### config.mk
export PLATFORM = sky130hd
export DESIGN_NAME = scc_front
export DESIGN_NICKNAME = d
export VERILOG_FILES = /design/src/scc_pkg.sv /design/src/scc_front.sv
export SDC_FILE = /design/constraint.sdc
export NUM_CORES = 1
export LEC_CHECK = 0
export BUFFER_PORTS_ARGS = -buffer_cell sky130_fd_sc_hd__buf_2
export CAP_MARGIN = 10
export CORE_ASPECT_RATIO = 0.5
export CORE_MARGIN = 1.5
export CORE_UTILIZATION = 38
export DETAILED_ROUTE_END_ITERATION = 6
export PLACE_DENSITY_LB_ADDON = 0.2
export REMOVE_ABC_BUFFERS = 1
export SLEW_MARGIN = 20
export SYNTH_ARGS = -nofsm -noshare
export SYNTH_HDL_FRONTEND = slang
export SYNTH_SLANG_ARGS = --single-unit
### constraint.sdc
create_clock -name i_clk -period 2.28 [get_ports i_clk]
set_input_delay 0.228 -clock i_clk [delete_from_list [all_inputs] [get_ports i_clk]]
set_output_delay 0.228 -clock i_clk [all_outputs]
set_load 0.01 [all_outputs]
### src/scc_pkg.sv
// Shared types, codes and constants of the snoop coherence controller.
`timescale 1ns / 1ps

package scc_pkg;

    // Default geometry of the state store.
    localparam int DEF_NUM_CACHES     = 4;
    localparam int DEF_LINE_ADDR_BITS = 10;

    // Depth of the queue between the front and back parts.
    localparam int QUEUE_DEPTH = 2;
    localparam int QPTR_W      = $clog2(QUEUE_DEPTH);
    localparam int QCNT_W      = $clog2(QUEUE_DEPTH + 1);

    // Item kinds as they arrive.
    typedef enum logic [1:0] {
        ACT_LOOKUP = 2'd0,
        ACT_SNOOP  = 2'd1,
        ACT_REPLY  = 2'd2
    } t_action;

    // Snooped request kinds.
    typedef enum logic [1:0] {
        SN_READ    = 2'd0,
        SN_WRITE   = 2'd1,
        SN_UPGRADE = 2'd2
    } t_snoop;

    // Bus reply kinds.
    typedef enum logic [1:0] {
        RP_CACHE  = 2'd0,
        RP_MEMORY = 2'd1,
        RP_SHARED = 2'd2
    } t_reply;

    // Bus request issued on a lookup miss.
    typedef enum logic [1:0] {
        BUS_NONE    = 2'd0,
        BUS_READ    = 2'd1,
        BUS_WRITE   = 2'd2,
        BUS_UPGRADE = 2'd3
    } t_bus;

    // Answer to a snooped request.
    typedef enum logic [1:0] {
        ANS_NONE   = 2'd0,
        ANS_SHARED = 2'd1,
        ANS_DATA   = 2'd2
    } t_answer;

    // Coherence state of one line.
    typedef enum logic [2:0] {
        ST_I = 3'd0,
        ST_S = 3'd1,
        ST_E = 3'd2,
        ST_O = 3'd3,
        ST_M = 3'd4,
        ST_F = 3'd5
    } t_line;

    // Protocol selection.
    typedef enum logic [2:0] {
        PROTO_MI    = 3'd0,
        PROTO_MSI   = 3'd1,
        PROTO_MESI  = 3'd2,
        PROTO_MOESI = 3'd3,
        PROTO_MESIF = 3'd4
    } t_proto;

    // Operation decided by the front part.
    typedef enum logic [2:0] {
        OP_LOOKUP = 3'd0,
        OP_SNOOP  = 3'd1,
        OP_REPLY  = 3'd2,
        OP_PEEK   = 3'd3,
        OP_DROP   = 3'd4
    } t_op;

    // Sequencer states of the back part.
    typedef enum logic [1:0] {
        BK_CLEAR = 2'd0,
        BK_IDLE  = 2'd1,
        BK_EXEC  = 2'd2
    } t_back_state;

    // Input word.
    typedef struct packed {
        logic [1:0] action;
        logic [1:0] cache_id;
        logic [9:0] line_address;
        logic       is_store;
        logic [1:0] snoop_kind;
        logic [1:0] reply_kind;
        logic [1:0] requester;
    } t_in_word;

    // Result word.
    typedef struct packed {
        logic       hit;
        logic [1:0] bus_request;
        logic [1:0] snoop_answer;
        logic [1:0] answer_dest;
        logic       cpu_done;
        logic [2:0] line_state;
        logic       protocol_error;
    } t_out_word;

    // Classified command held in the queue.
    typedef struct packed {
        t_op        op;
        logic       is_store;
        logic [1:0] snoop_kind;
        logic [1:0] reply_kind;
        logic [1:0] requester;
    } t_cmd;

    // Status from the back part to the front part.
    typedef struct packed {
        logic clear_done;
    } t_back_status;

endpackage

### src/scc_front.sv
// Front part: accepts input words, classifies them and queues them for the back part.
`timescale 1ns / 1ps

module scc_front
    import scc_pkg::*;
#(
    parameter int NUM_CACHES     = DEF_NUM_CACHES,
    parameter int LINE_ADDR_BITS = DEF_LINE_ADDR_BITS,
    localparam int IDX_W         = $clog2(NUM_CACHES) + LINE_ADDR_BITS
) (
    input  logic               i_clk,
    input  logic               i_rst_n,
    input  logic               i_in_valid,
    output logic               o_in_ready,
    input  t_in_word           i_in_word,
    input  t_back_status       i_status,
    output logic               o_q_valid,
    output t_cmd               o_q_cmd,
    output logic [IDX_W-1:0]   o_q_idx,
    input  logic               i_q_pop
);

    localparam logic [IDX_W-1:0] ADDR_MASK = IDX_W'((1 << LINE_ADDR_BITS) - 1);

    logic               w_push;
    logic               w_in_range;
    t_cmd               w_cmd;
    logic [IDX_W-1:0]   w_idx;

    t_cmd               r_q_cmd [QUEUE_DEPTH];
    logic [IDX_W-1:0]   r_q_idx [QUEUE_DEPTH];
    logic [QPTR_W-1:0]  r_wr_ptr;
    logic [QPTR_W-1:0]  r_rd_ptr;
    logic [QCNT_W-1:0]  r_count;
    logic [QPTR_W-1:0]  n_wr_ptr;
    logic [QPTR_W-1:0]  n_rd_ptr;
    logic [QCNT_W-1:0]  n_count;

    // Words are taken once the state store is cleared and the queue has room.
    assign o_in_ready = i_status.clear_done && (r_count != QCNT_W'(QUEUE_DEPTH));
    assign w_push     = i_in_valid && o_in_ready;

    // Flat index of the line in the state store.
    assign w_in_range = int'(i_in_word.cache_id) < NUM_CACHES;
    assign w_idx      = (IDX_W'(i_in_word.cache_id) << LINE_ADDR_BITS)
                      | (IDX_W'(i_in_word.line_address) & ADDR_MASK);

    // Classify the word; unknown codes only report the current state.
    always_comb begin
        w_cmd.is_store   = i_in_word.is_store;
        w_cmd.snoop_kind = i_in_word.snoop_kind;
        w_cmd.reply_kind = i_in_word.reply_kind;
        w_cmd.requester  = i_in_word.requester;
        case (i_in_word.action)
            ACT_LOOKUP: begin
                w_cmd.op = OP_LOOKUP;
            end
            ACT_SNOOP: begin
                w_cmd.op = (i_in_word.snoop_kind inside {SN_READ, SN_WRITE, SN_UPGRADE})
                         ? OP_SNOOP : OP_PEEK;
            end
            ACT_REPLY: begin
                w_cmd.op = (i_in_word.reply_kind inside {RP_CACHE, RP_MEMORY, RP_SHARED})
                         ? OP_REPLY : OP_PEEK;
            end
            default: begin
                w_cmd.op = OP_PEEK;
            end
        endcase
        if (!w_in_range) begin
            w_cmd.op = OP_DROP;
        end
    end

    // Queue pointer and fill count updates.
    always_comb begin
        n_wr_ptr = w_push  ? r_wr_ptr + QPTR_W'(1) : r_wr_ptr;
        n_rd_ptr = i_q_pop ? r_rd_ptr + QPTR_W'(1) : r_rd_ptr;
        n_count  = r_count;
        if (w_push && !i_q_pop) begin
            n_count = r_count + QCNT_W'(1);
        end else if (!w_push && i_q_pop) begin
            n_count = r_count - QCNT_W'(1);
        end
    end

    always_ff @(posedge i_clk) begin
        if (!i_rst_n) begin
            r_wr_ptr <= '0;
            r_rd_ptr <= '0;
            r_count  <= '0;
        end else begin
            r_wr_ptr <= n_wr_ptr;
            r_rd_ptr <= n_rd_ptr;
            r_count  <= n_count;
        end
    end

    // Queue storage.
    always_ff @(posedge i_clk) begin
        if (w_push) begin
            r_q_cmd[r_wr_ptr] <= w_cmd;
            r_q_idx[r_wr_ptr] <= w_idx;
        end
    end

    assign o_q_valid = r_count != '0;
    assign o_q_cmd   = r_q_cmd[r_rd_ptr];
    assign o_q_idx   = r_q_idx[r_rd_ptr];

endmodule

==> metrics.md, run 1 <==
| Metric | Value |
|---|---|
| Net Sw Frac | `21.6%` |
| Post-CTS Resized | `0` |
| DR vias/cell | `4.64` |
| Pwr dens | `826 nW/um2` |
| Sequential share of power | `55.2%` |
| Number of cells after detailed placement | `199` |
| Hold_buf cts | `0` |
| Clock network fraction of total power | `32.6%` |
| Startpoint Class | `flop` |
| Synthesized area per cell | `18.9 um2` |
| Placement row count | `17` |
| Initial antenna violation count | `0` |
| FMAX | `608 MHz` |
| Root Driver | `clkbuf_8` |
| Die footprint | `5110 um2` |
| Worst EP arrival | `1.42 ns` |
| Largest net degree at the start of global routing | `22` |
| GRT overflow | `0` |
| Boundary pin count | `50` |
| Peak supply drop | `0.347 mV` |
| Setup violators final | `0` |
| Die height | `51.3 um` |
| Area of the core | `4450 um2` |
| Switching Power | `0.393 mW` |
| Synth cell types | `21` |
| GP Congestion | `0.682` |
| Sequential fraction of the synthesis area | `76.7%` |
| Via count | `961` |
| Period utilisation layout | `72.2%` |
| Critical Path Fanout Max | `21` |
| Sink Count | `47` |
| First-pass detailed-route iteration total | `4` |
| First-pass GRT wire length | `4.17 mm` |
| CP required | `2.05 ns` |
| Finished Layout Cells | `207` |
| ANT cells | `0` |
| Post-route ant nets | `0` |
| DP HPWL | `1.80 mm` |
| Area delta synth->final | `24.3%` |
| CTS tree | `built` |
| Final Max Slew Viols | `0` |
| Outcome | `complete, no violations` |
| DRC | `0` |
| Clock H-tree levels | `2` |
| Fin Setup TNS | `0 ns` |
| FF+latch count, synth | `47` |
| Clock transition at path regs | `0.08 ns` |
| Final hold viol count | `0` |
| Vias in the first global route | `890` |
| Port-buffer cells | `48` |
| Util after Layout | `49.6%` |
| Synth Instances | `94` |
| Die width | `99.6 um` |
| WL final | `2.72 mm` |
| Setup Buffers After CTS | `0` |
| Clock Path Buffers | `2` |
| Skew-Pair Late Insertion Delay | `0.29 ns` |
| Combinational share of power | `12.2%` |
| Initial Util | `39.9%` |
| Synth warn | `0` |
| Int Power | `1.43 mW` |
| Critical path endpoint category | `output port` |
| Routed WL per cell | `13.2 um` |
| Final Critical Period | `1.65 ns` |
| Pleak | `0.844 nW` |
| Max Clock Skew | `0.00479 ns` |
| DRT iter0 DRCs | `38` |
| Layout cells sized above 1 | `55.3%` |
| Number of max-cap violations | `0` |
| Setup Crit Path Kind | `reg -> out` |
| Hold Crit Class | `in -> reg` |
| RSZ-0062 raised after global routing | `no` |
| GRT Resource Usage Total | `11.4%` |
| NumNets Final | `176` |
| Synthesized cell area | `1770 um2` |
| CTS buffer count | `5` |
-- layout make-up --
type,instances,area (um2)
Fill cell,390,2240
Sequential cell,47,1360
Multi-Input combinational cell,43,394
Timing Repair Buffer,51,263
Tap cell,57,71.3
Clock buffer,5,68.8
Clock inverter,3,42.5
Inverter,1,3.75
-- layer usage --
layer  GRT usage (%)  part of all wire (%)
met4            7.04                   1.2
met2            18.0                    49
met5               0                     0
met1            13.4                    43
met3            4.24                   5.8
-- cells in the mapped netlist --
library cell,instances,share of area [%]
buf_2,2,0.56
mux2_2,21,13
inv_1,1,0.21
buf_4,1,0.42
a31o_2,2,0.99
ha_1,1,0.71
nor2b_1,1,0.35
dfxtp_1,5,5.6
o21ai_0,1,0.28
a21boi_1,1,0.42
xnor2_1,1,0.49
and3_1,1,0.35
nand2_1,1,0.21
xor2_1,2,0.99
or3_1,1,0.35
conb_1,1,0.21
and2_1,5,1.8
mux2i_1,1,0.56
nand2b_1,2,0.71
edfxtp_1,42,71
or2_2,1,0.35
-- flip-flops by register name, indices dropped and copies added (netlist names), named ones only --
register and cells:
r_count 2, r_q_cmd 18, r_rd_ptr 1, r_q_idx 24
r_wr_ptr 1
-- cell families after synthesis --
logic type / Yosys count / share of synthesized area [%]
other cells: 1 / 0.211
buf+inv: 4 / 1.20
mux: 22 / 13.9
compound gates: 4 / 1.69
flops: 47 / 76.7
xor+xnor: 3 / 1.48
fa+ha+maj: 1 / 0.705
simple gates: 12 / 4.09
-- placed cells by master, fill, tap and decap left out --
cell / count
mux2i_1: 1
a31o_2: 2
a21boi_1: 1
mux2_2: 21
ha_1: 1
clkinv_1: 1
and2_1: 5
bufinv_16: 1
edfxtp_1: 42
xnor2_1: 1
conb_1: 1
inv_1: 1
nand2b_1: 2
o21ai_0: 1
clkbuf_8: 5
nor2b_2: 1
or3_1: 1
and3_1: 1
buf_2: 48
or2_2: 1
nand2_1: 1
xor2_1: 2
dfxtp_1: 5
inv_6: 1
buf_4: 3
-- through the flow --
step	cell area (um2)	total power [mW]	hold WS [ns]	worst slack (ns)
floorplan	1760	1.15	0.327	0.187
global placement	2090	1.25	0.417	0.735
detailed placement	2090	1.25	0.421	0.646
CTS	2200	1.85	0.107	0.598
global route	2200	1.91	0.102	0.549
finish	2200	1.82	0.118	0.635
-- path summary, 6_finish.rpt --
path                            cells after the start                     from                       end  slack, ns
worst max-delay path                                3                     flop                o_q_cmd[8]       0.63
worst min-delay path                                1            i_in_word[18]  r_q_idx[0][11]$_DFFE_PP_       0.12
worst max register to register                      5  r_count[0]$_SDFFE_PN0P_   r_count[1]$_SDFFE_PN0P_       0.64
worst min register to register                      2    r_wr_ptr$_SDFFE_PN0N_     r_wr_ptr$_SDFFE_PN0N_       0.49
-- power groups by stage --
| stage | registers [mW] | logic, mW | clock network, mW |
|---|---|---|---|
| 2_1_floorplan | 1.03 | 0.124 | 0 |
| 3_3_place_gp | 1.02 | 0.226 | 0 |
| 3_5_place_dp | 1.03 | 0.227 | 0 |
| 4_1_cts | 1.01 | 0.228 | 0.614 |
| 5_1_grt | 1.01 | 0.247 | 0.650 |
| 6_report | 1.00 | 0.223 | 0.594 |
-- critical path, stage by stage, from the launching register on --
cell,delay [ns]
dfxtp_1,0.31
buf_4,0.28
mux2_2,0.39
buf_2,0.14
No activity file was read; power rests on OpenSTA's default activity.
==> run 2: changes to the inputs <==
==> constraint.sdc (replaced) <==
create_clock -name i_clk -period 1.5 [get_ports i_clk]
set_input_delay 0.15 -clock i_clk [delete_from_list [all_inputs] [get_ports i_clk]]
set_output_delay 0.15 -clock i_clk [all_outputs]
set_load 0.01 [all_outputs]
==> run 2 against run 1 <==
Effect of this change: final area up 7.0%; first-iteration DRC count fell by 55%; total power up 48%; wire length increased by 11%; sequential share of layout area down 3.8 points; register-to-register slack lost 0.59 ns; critical path type unchanged; worst hold slack worse by 0.072 ns; count of clock-buffer cells in the layout is 1 higher.
==> metrics.md, run 2 (synthesis results as in run 1) <==
| Metric | Value |
|---|---|
| GRT Resource Usage Total | `11.4% (+0.058 points)` |
| Max reg flops | `24 (unchanged)` |
| NumNets Final | `180 (+2.3%)` |
| DR vias/cell | `4.64 (about the same)` |
| RSZ-0062 raised after global routing | `yes` |
| Clock transition at path regs | `0.08 ns (about the same)` |
| Setup Buffers After CTS | `0 (unchanged)` |
| Fin Setup TNS | `0 ns (unchanged)` |
| Largest stage delay, worst path | `0.39 ns (about the same)` |
| Reg-to-Reg End | `r_count[1]$_SDFFE_PN0P_` |
| Fillers | `368 (-5.6%)` |
| Via count | `980 (+2.0%)` |
| Area occupied by multi-input gates | `434 um2 (+10%)` |
| GP Congestion | `0.640 (-6.1%)` |
| Area of the core | `4450 um2 (unchanged)` |
| RR Startpoint | `r_count[0]$_SDFFE_PN0P_` |
| Finished Layout Cells | `211 (+1.9%)` |
| Initial antenna violation count | `0 (unchanged)` |
| Die width | `99.6 um (unchanged)` |
| Pleak | `0.895 nW (+6.0%)` |
| GRT overflow | `0 (unchanged)` |
| Hold path depth | `1 (unchanged)` |
| DP Worst Slack | `-0.0380 ns (-0.684 ns)` |
| Placed instance area | `2150 um2 (+2.9%)` |
| Util after Layout | `53.1% (+3.5 points)` |
| Largest net degree at the start of global routing | `22 (unchanged)` |
| Vias in the first global route | `955 (+7.3%)` |
| Pwr dens | `1150 nW/um2 (+39%)` |
| Top reg by flops | `r_q_idx` |
| Boundary pin count | `50 (unchanged)` |
| Setup Crit Path Kind | `reg -> out` |
| FMAX | `679 MHz` |
| Post-route ant nets | `0 (unchanged)` |
| Number of cells after detailed placement | `202 (+1.5%)` |
| Routed WL per cell | `14.3 um (+8.4%)` |
| Startpoint Class | `flop` |
| WL final | `3.01 mm (+11%)` |
| Critical path endpoint category | `output port` |
| Layout cells sized above 1 | `60.4% (+5.1 points)` |
| Max Clock Skew | `0.00312 ns (-0.00167 ns)` |
| Regs by FF count | `r_q_idx (24), r_q_cmd (18), r_count (2)` |
| Final setup margin | `0.0272 ns (-0.607 ns)` |
| Die footprint | `5110 um2 (unchanged)` |
| Period utilisation layout | `98.2%` |
| R2R setup slack | `0.05 ns (-0.59 ns)` |
| Commonest cells after routing, fill and taps aside | `edfxtp_1, buf_2, mux2_2` |
| CTS tree | `built` |
| Outcome | `complete, no violations` |
| Initial Util | `39.9% (unchanged)` |
| Die height | `51.3 um (unchanged)` |
| Crit path max-delay cell type | `dfxtp_4` |
| Worst EP arrival | `1.32 ns (-0.10 ns)` |
| Number of max-cap violations | `0 (unchanged)` |
| DRT iter0 DRCs | `17 (-55%)` |
| Worst hold slack | `0.0453 ns (-0.0722 ns)` |
| Clock H-tree levels | `2 (unchanged)` |
| Skew-Pair Late Insertion Delay | `0.29 ns (about the same)` |
| Hold Path Origin | `i_in_word[13]` |
| Hold Crit Class | `in -> reg` |
| Final Critical Period | `1.47 ns` |
| Fin area | `2360 um2 (+7.0%)` |
| First-pass detailed-route iteration total | `4 (unchanged)` |
| Critical Path Fanout Max | `10 (-52%)` |
| Final hold viol count | `0 (unchanged)` |
| Area delta synth->final | `33.0%` |
| Hold-critical path endpoint | `r_q_idx[0][6]$_DFFE_PP_` |
| CTS buffer count | `5 (unchanged)` |
| Clock Path Buffers | `2 (unchanged)` |
| Sink Count | `47 (unchanged)` |
| Commonest non-fill, non-tap cell in the layout | `edfxtp_1` |
| Crit path buf inv count | `2 (unchanged)` |
| Peak supply drop | `0.501 mV (+45%)` |
| First-pass GRT wire length | `4.23 mm (+1.3%)` |
| DRC | `0 (unchanged)` |
| Placement row count | `17 (unchanged)` |
| Total Power | `2.70 mW (+48%)` |
| Root Driver | `clkbuf_8` |
| Setup violators final | `0 (unchanged)` |
| ANT cells | `0 (unchanged)` |
| DP HPWL | `1.85 mm (+2.9%)` |
| CP delay by family, top | `flip-flops` |
| Final Max Slew Viols | `0 (unchanged)` |
| CP required | `1.35 ns (-0.70 ns)` |
| Register area | `1370 um2 (+0.46%)` |
| Reg2Reg Depth | `6 (+1)` |
| Port-buffer cells | `48 (unchanged)` |
| Critical-path cell list | `clkbuf_16 > mux2_2 > buf_6` |
## run 2: power by group
part	total (mW)	internal (mW)	leakage (nW)	switching (mW)
Clock	0.724	0.326	0.0428	0.398
Combinational	0.446	0.252	0.425	0.193
Sequential	1.53	1.51	0.427	0.0293
Total	2.70	2.08	0.895	0.620
## run 2: layout make-up
type,count,area share [%]
Sequential cell,47,58.0
Multi-Input combinational cell,43,18.4
Timing Repair Buffer,55,16.9
Clock buffer,6,3.08
Tap cell,57,3.02
Clock inverter,2,0.530
Inverter,1,0.159
## run 2: what timing repair did
action | CTS | global route
pin swaps | 3 | 2
resized for setup | 7 | 12
cloned | 0 | 1
hold buffers | 0 | 0
setup endpoints to repair | 1 | 22
## run 2: how the worst max path moves through the flow
stage	slack (ns)	cells after the start	start	to
after floorplan	-0.59	3	r_count[0]$_SDFFE_PN0P_	r_q_cmd[0][0]$_DFFE_PP_
after global placement	0.08	6	r_count[0]$_SDFFE_PN0P_	r_count[1]$_SDFFE_PN0P_
after detailed placement	-0.04	6	r_count[0]$_SDFFE_PN0P_	r_count[1]$_SDFFE_PN0P_
after CTS	0.001	3	flop	o_q_cmd[8]
after global routing	-0.01	6	r_count[0]$_SDFFE_PN0P_	r_count[1]$_SDFFE_PN0P_
final	0.03	3	flop	o_q_cmd[2]
## run 2: metal layers
metal / routed length, um / global-route usage, % / up-vias
met4: 17 / 4.93 / 0
met5: 0 / 0 / -
met1: 1330 / 12.8 / 483
met3: 134 / 4.79 / 2
met2: 1530 / 19.6 / 27
li1: - / - / 468
==> run 3: changes to the inputs <==
--- a/config.mk
+++ b/config.mk
@@ -10,6 +10,7 @@
 export CORE_ASPECT_RATIO = 0.5
 export CORE_MARGIN = 1.5
 export CORE_UTILIZATION = 38
+export CTS_BUF_LIST = sky130_fd_sc_hd__clkbuf_16
 export DETAILED_ROUTE_END_ITERATION = 6
 export PLACE_DENSITY_LB_ADDON = 0.2
 export REMOVE_ABC_BUFFERS = 1
==> run 3 against run 2 <==
Effect of this change: total power up 10%; count of clock-buffer cells in the layout shrank 1; worst hold slack better by 0.011 ns; setup slack improved by 0.029 ns; maximum frequency is 2.0% higher; first-iteration DRC count shrank 24%; sequential share of layout area is essentially flat; final area about the same; sequential power about the same; non-clock buffer count unchanged; register-to-register slack hardly changed; critical path type unchanged; critical endpoint unchanged; highest routed layer unchanged.
==> metrics.md, run 3 (synthesis results as in run 1) <==
| Metric | Value |
|---|---|
| Outcome | `complete, no violations` |
| Clock Path Buffers | `2 (unchanged)` |
| Initial antenna violation count | `0 (unchanged)` |
| CP required | `1.35 ns (about the same)` |
| Sequential share of power | `51.4% (-5.3 points)` |
| CTS buffer count | `5 (unchanged)` |
| Startpoint Class | `flop` |
| Hold Crit Class | `in -> reg` |
| Setup Crit Path Kind | `reg -> out` |
| DP HPWL | `1.85 mm (unchanged)` |
| Combinational share of power | `13.8% (-2.7 points)` |
| DRC | `0 (unchanged)` |
| RSZ-0062 raised after global routing | `yes` |
| Final hold viol count | `0 (unchanged)` |
| Initial Util | `39.9% (unchanged)` |
| Port-buffer cells | `48 (unchanged)` |
| Int Power | `2.34 mW (+12%)` |
| Hold_buf cts | `0 (unchanged)` |
| Largest stage delay, worst path | `0.38 ns (about the same)` |
| GP Congestion | `0.640 (unchanged)` |
| Worst EP arrival | `1.29 ns (-0.03 ns)` |
| First-pass detailed-route iteration total | `4 (unchanged)` |
| Routed WL per cell | `14.0 um (-1.9%)` |
| Peak supply drop | `0.692 mV (+38%)` |
| Final setup margin | `0.0563 ns (+0.0290 ns)` |
| First-pass GRT wire length | `4.22 mm (-0.33%)` |
| Root Driver | `clkbuf_16` |
| Skew-Pair Late Insertion Delay | `0.28 ns (about the same)` |
| DR vias/cell | `4.66 (+0.41%)` |
| Setup Buffers After CTS | `0 (unchanged)` |
| Post-route ant nets | `0 (unchanged)` |
| Fillers | `366 (-0.54%)` |
| Die height | `51.3 um (unchanged)` |
| Layout cells sized above 1 | `60.4% (unchanged)` |
| Die width | `99.6 um (unchanged)` |
| Switching Power | `0.647 mW (+4.3%)` |
| Critical-path cell list | `clkbuf_16 > mux2_2 > buf_2` |
| Pwr dens | `1270 nW/um2 (+11%)` |
| Top reg by flops | `r_q_idx` |
| FMAX | `693 MHz (+2.0%)` |
| Crit path buf inv count | `2 (unchanged)` |
| NumNets Final | `180 (unchanged)` |
| Max reg flops | `24 (unchanged)` |
| Critical Path Fanout Max | `10 (unchanged)` |
| Regs by FF count | `r_q_idx (24), r_q_cmd (18), r_count (2)` |
| GRT Resource Usage Total | `11.5% (+0.062 points)` |
| Largest net degree at the start of global routing | `22 (unchanged)` |
| Final Max Slew Viols | `0 (unchanged)` |
| Area of the core | `4450 um2 (unchanged)` |
| GRT overflow | `0 (unchanged)` |
| Net Sw Frac | `21.6% (-1.3 points)` |
| Max Clock Skew | `0.00312 ns (+0.00000114 ns)` |
| Pleak | `0.900 nW (+0.60%)` |
| WL final | `2.95 mm (-1.9%)` |
| Number of max-cap violations | `0 (unchanged)` |
| Die footprint | `5110 um2 (unchanged)` |
| Clock network fraction of total power | `34.8% (+8.0 points)` |
| Placed instance area | `2150 um2 (unchanged)` |
| Area delta synth->final | `32.9% (about the same)` |
| Sink Count | `47 (unchanged)` |
| Clock H-tree levels | `2 (unchanged)` |
| Via count | `984 (+0.41%)` |
| Period utilisation layout | `96.2% (-1.9 points)` |
| Critical path endpoint category | `output port` |
| CP delay by family, top | `flip-flops` |
| Setup violators final | `0 (unchanged)` |
| Placement row count | `17 (unchanged)` |
| Commonest non-fill, non-tap cell in the layout | `buf_2` |
| DP Worst Slack | `-0.0380 ns (unchanged)` |
| Fin area | `2360 um2 (about the same)` |
| Clock transition at path regs | `0.06 ns (-0.02 ns)` |
| Final Critical Period | `1.44 ns (-0.0290 ns)` |
| Vias in the first global route | `956 (+0.10%)` |
| Boundary pin count | `50 (unchanged)` |
| CTS tree | `built` |
| DRT iter0 DRCs | `13 (-4)` |
| ANT cells | `0 (unchanged)` |
| Commonest cells after routing, fill and taps aside | `buf_2, edfxtp_1, mux2_2` |
| Crit path max-delay cell type | `dfxtp_4` |
-- run 3: cell count changes in the layout (fill, tap and decap cells not counted), sizes merged --
cell	change
clkbuf	-1
inv	+1
-- run 3: power by group through the flow --
| stage | registers, mW | clock network, mW | logic, mW |
|---|---|---|---|
| finish | 1.54 | 1.04 | 0.411 |
| floorplan | 1.57 | 0 | 0.188 |
| global placement | 1.55 | 0 | 0.380 |
| global route | 1.54 | 1.13 | 0.446 |
| detailed placement | 1.56 | 0 | 0.385 |
| CTS | 1.53 | 1.07 | 0.404 |
-- run 3: worst paths after layout --
path	slack, ns	from	to	cells past startpoint
max	0.06	flop	o_q_cmd[2]	3
min	0.06	i_in_word[13]	r_q_idx[0][6]$_DFFE_PP_	1
max reg2reg	0.06	r_count[0]$_SDFFE_PN0P_	r_count[1]$_SDFFE_PN0P_	6
min reg2reg	0.50	r_wr_ptr$_SDFFE_PN0N_	r_wr_ptr$_SDFFE_PN0N_	2
-- run 3: per-stage QoR --
stage               hold slack, ns  std cells  setup TNS [ns]  utilization, %  power (mW)
floorplan                    0.249         91          -15.42               -        1.76
global placement             0.339        202               0            48.4        1.93
detailed placement           0.344        202         -0.0380            48.4        1.94
CTS                         0.0523        210               0            52.4        3.00
global route                0.0444        211        -0.00503            53.1        3.11
finish                      0.0561        211               0            53.1        2.99
-- run 3: timing repair --
action | in CTS | in global routing
gates cloned | 0 | 1
hold endpoints to repair | 0 | 0
pin swaps | 2 | 3
gates resized for setup | 7 | 2
endpoints found under the setup margin | 1 | 15
-- run 3: routing by layer --
layer,wire [um],global-route usage [%],up-vias
met5,0,0,-
met4,40,4.93,0
met3,159,5.20,4
met2,1440,20.4,29
met1,1310,12.1,483
li1,-,-,468
-- run 3: cell type report --
class	instances	area, um2	area share (%)
sequential	47	1370	58.0
clock inverter	3	16.3	0.690
tap	57	71.3	3.02
clock buffer	5	125	5.31
timing repair buffer	55	348	14.7
inverter	1	3.75	0.159
multi-input combinational	43	427	18.1
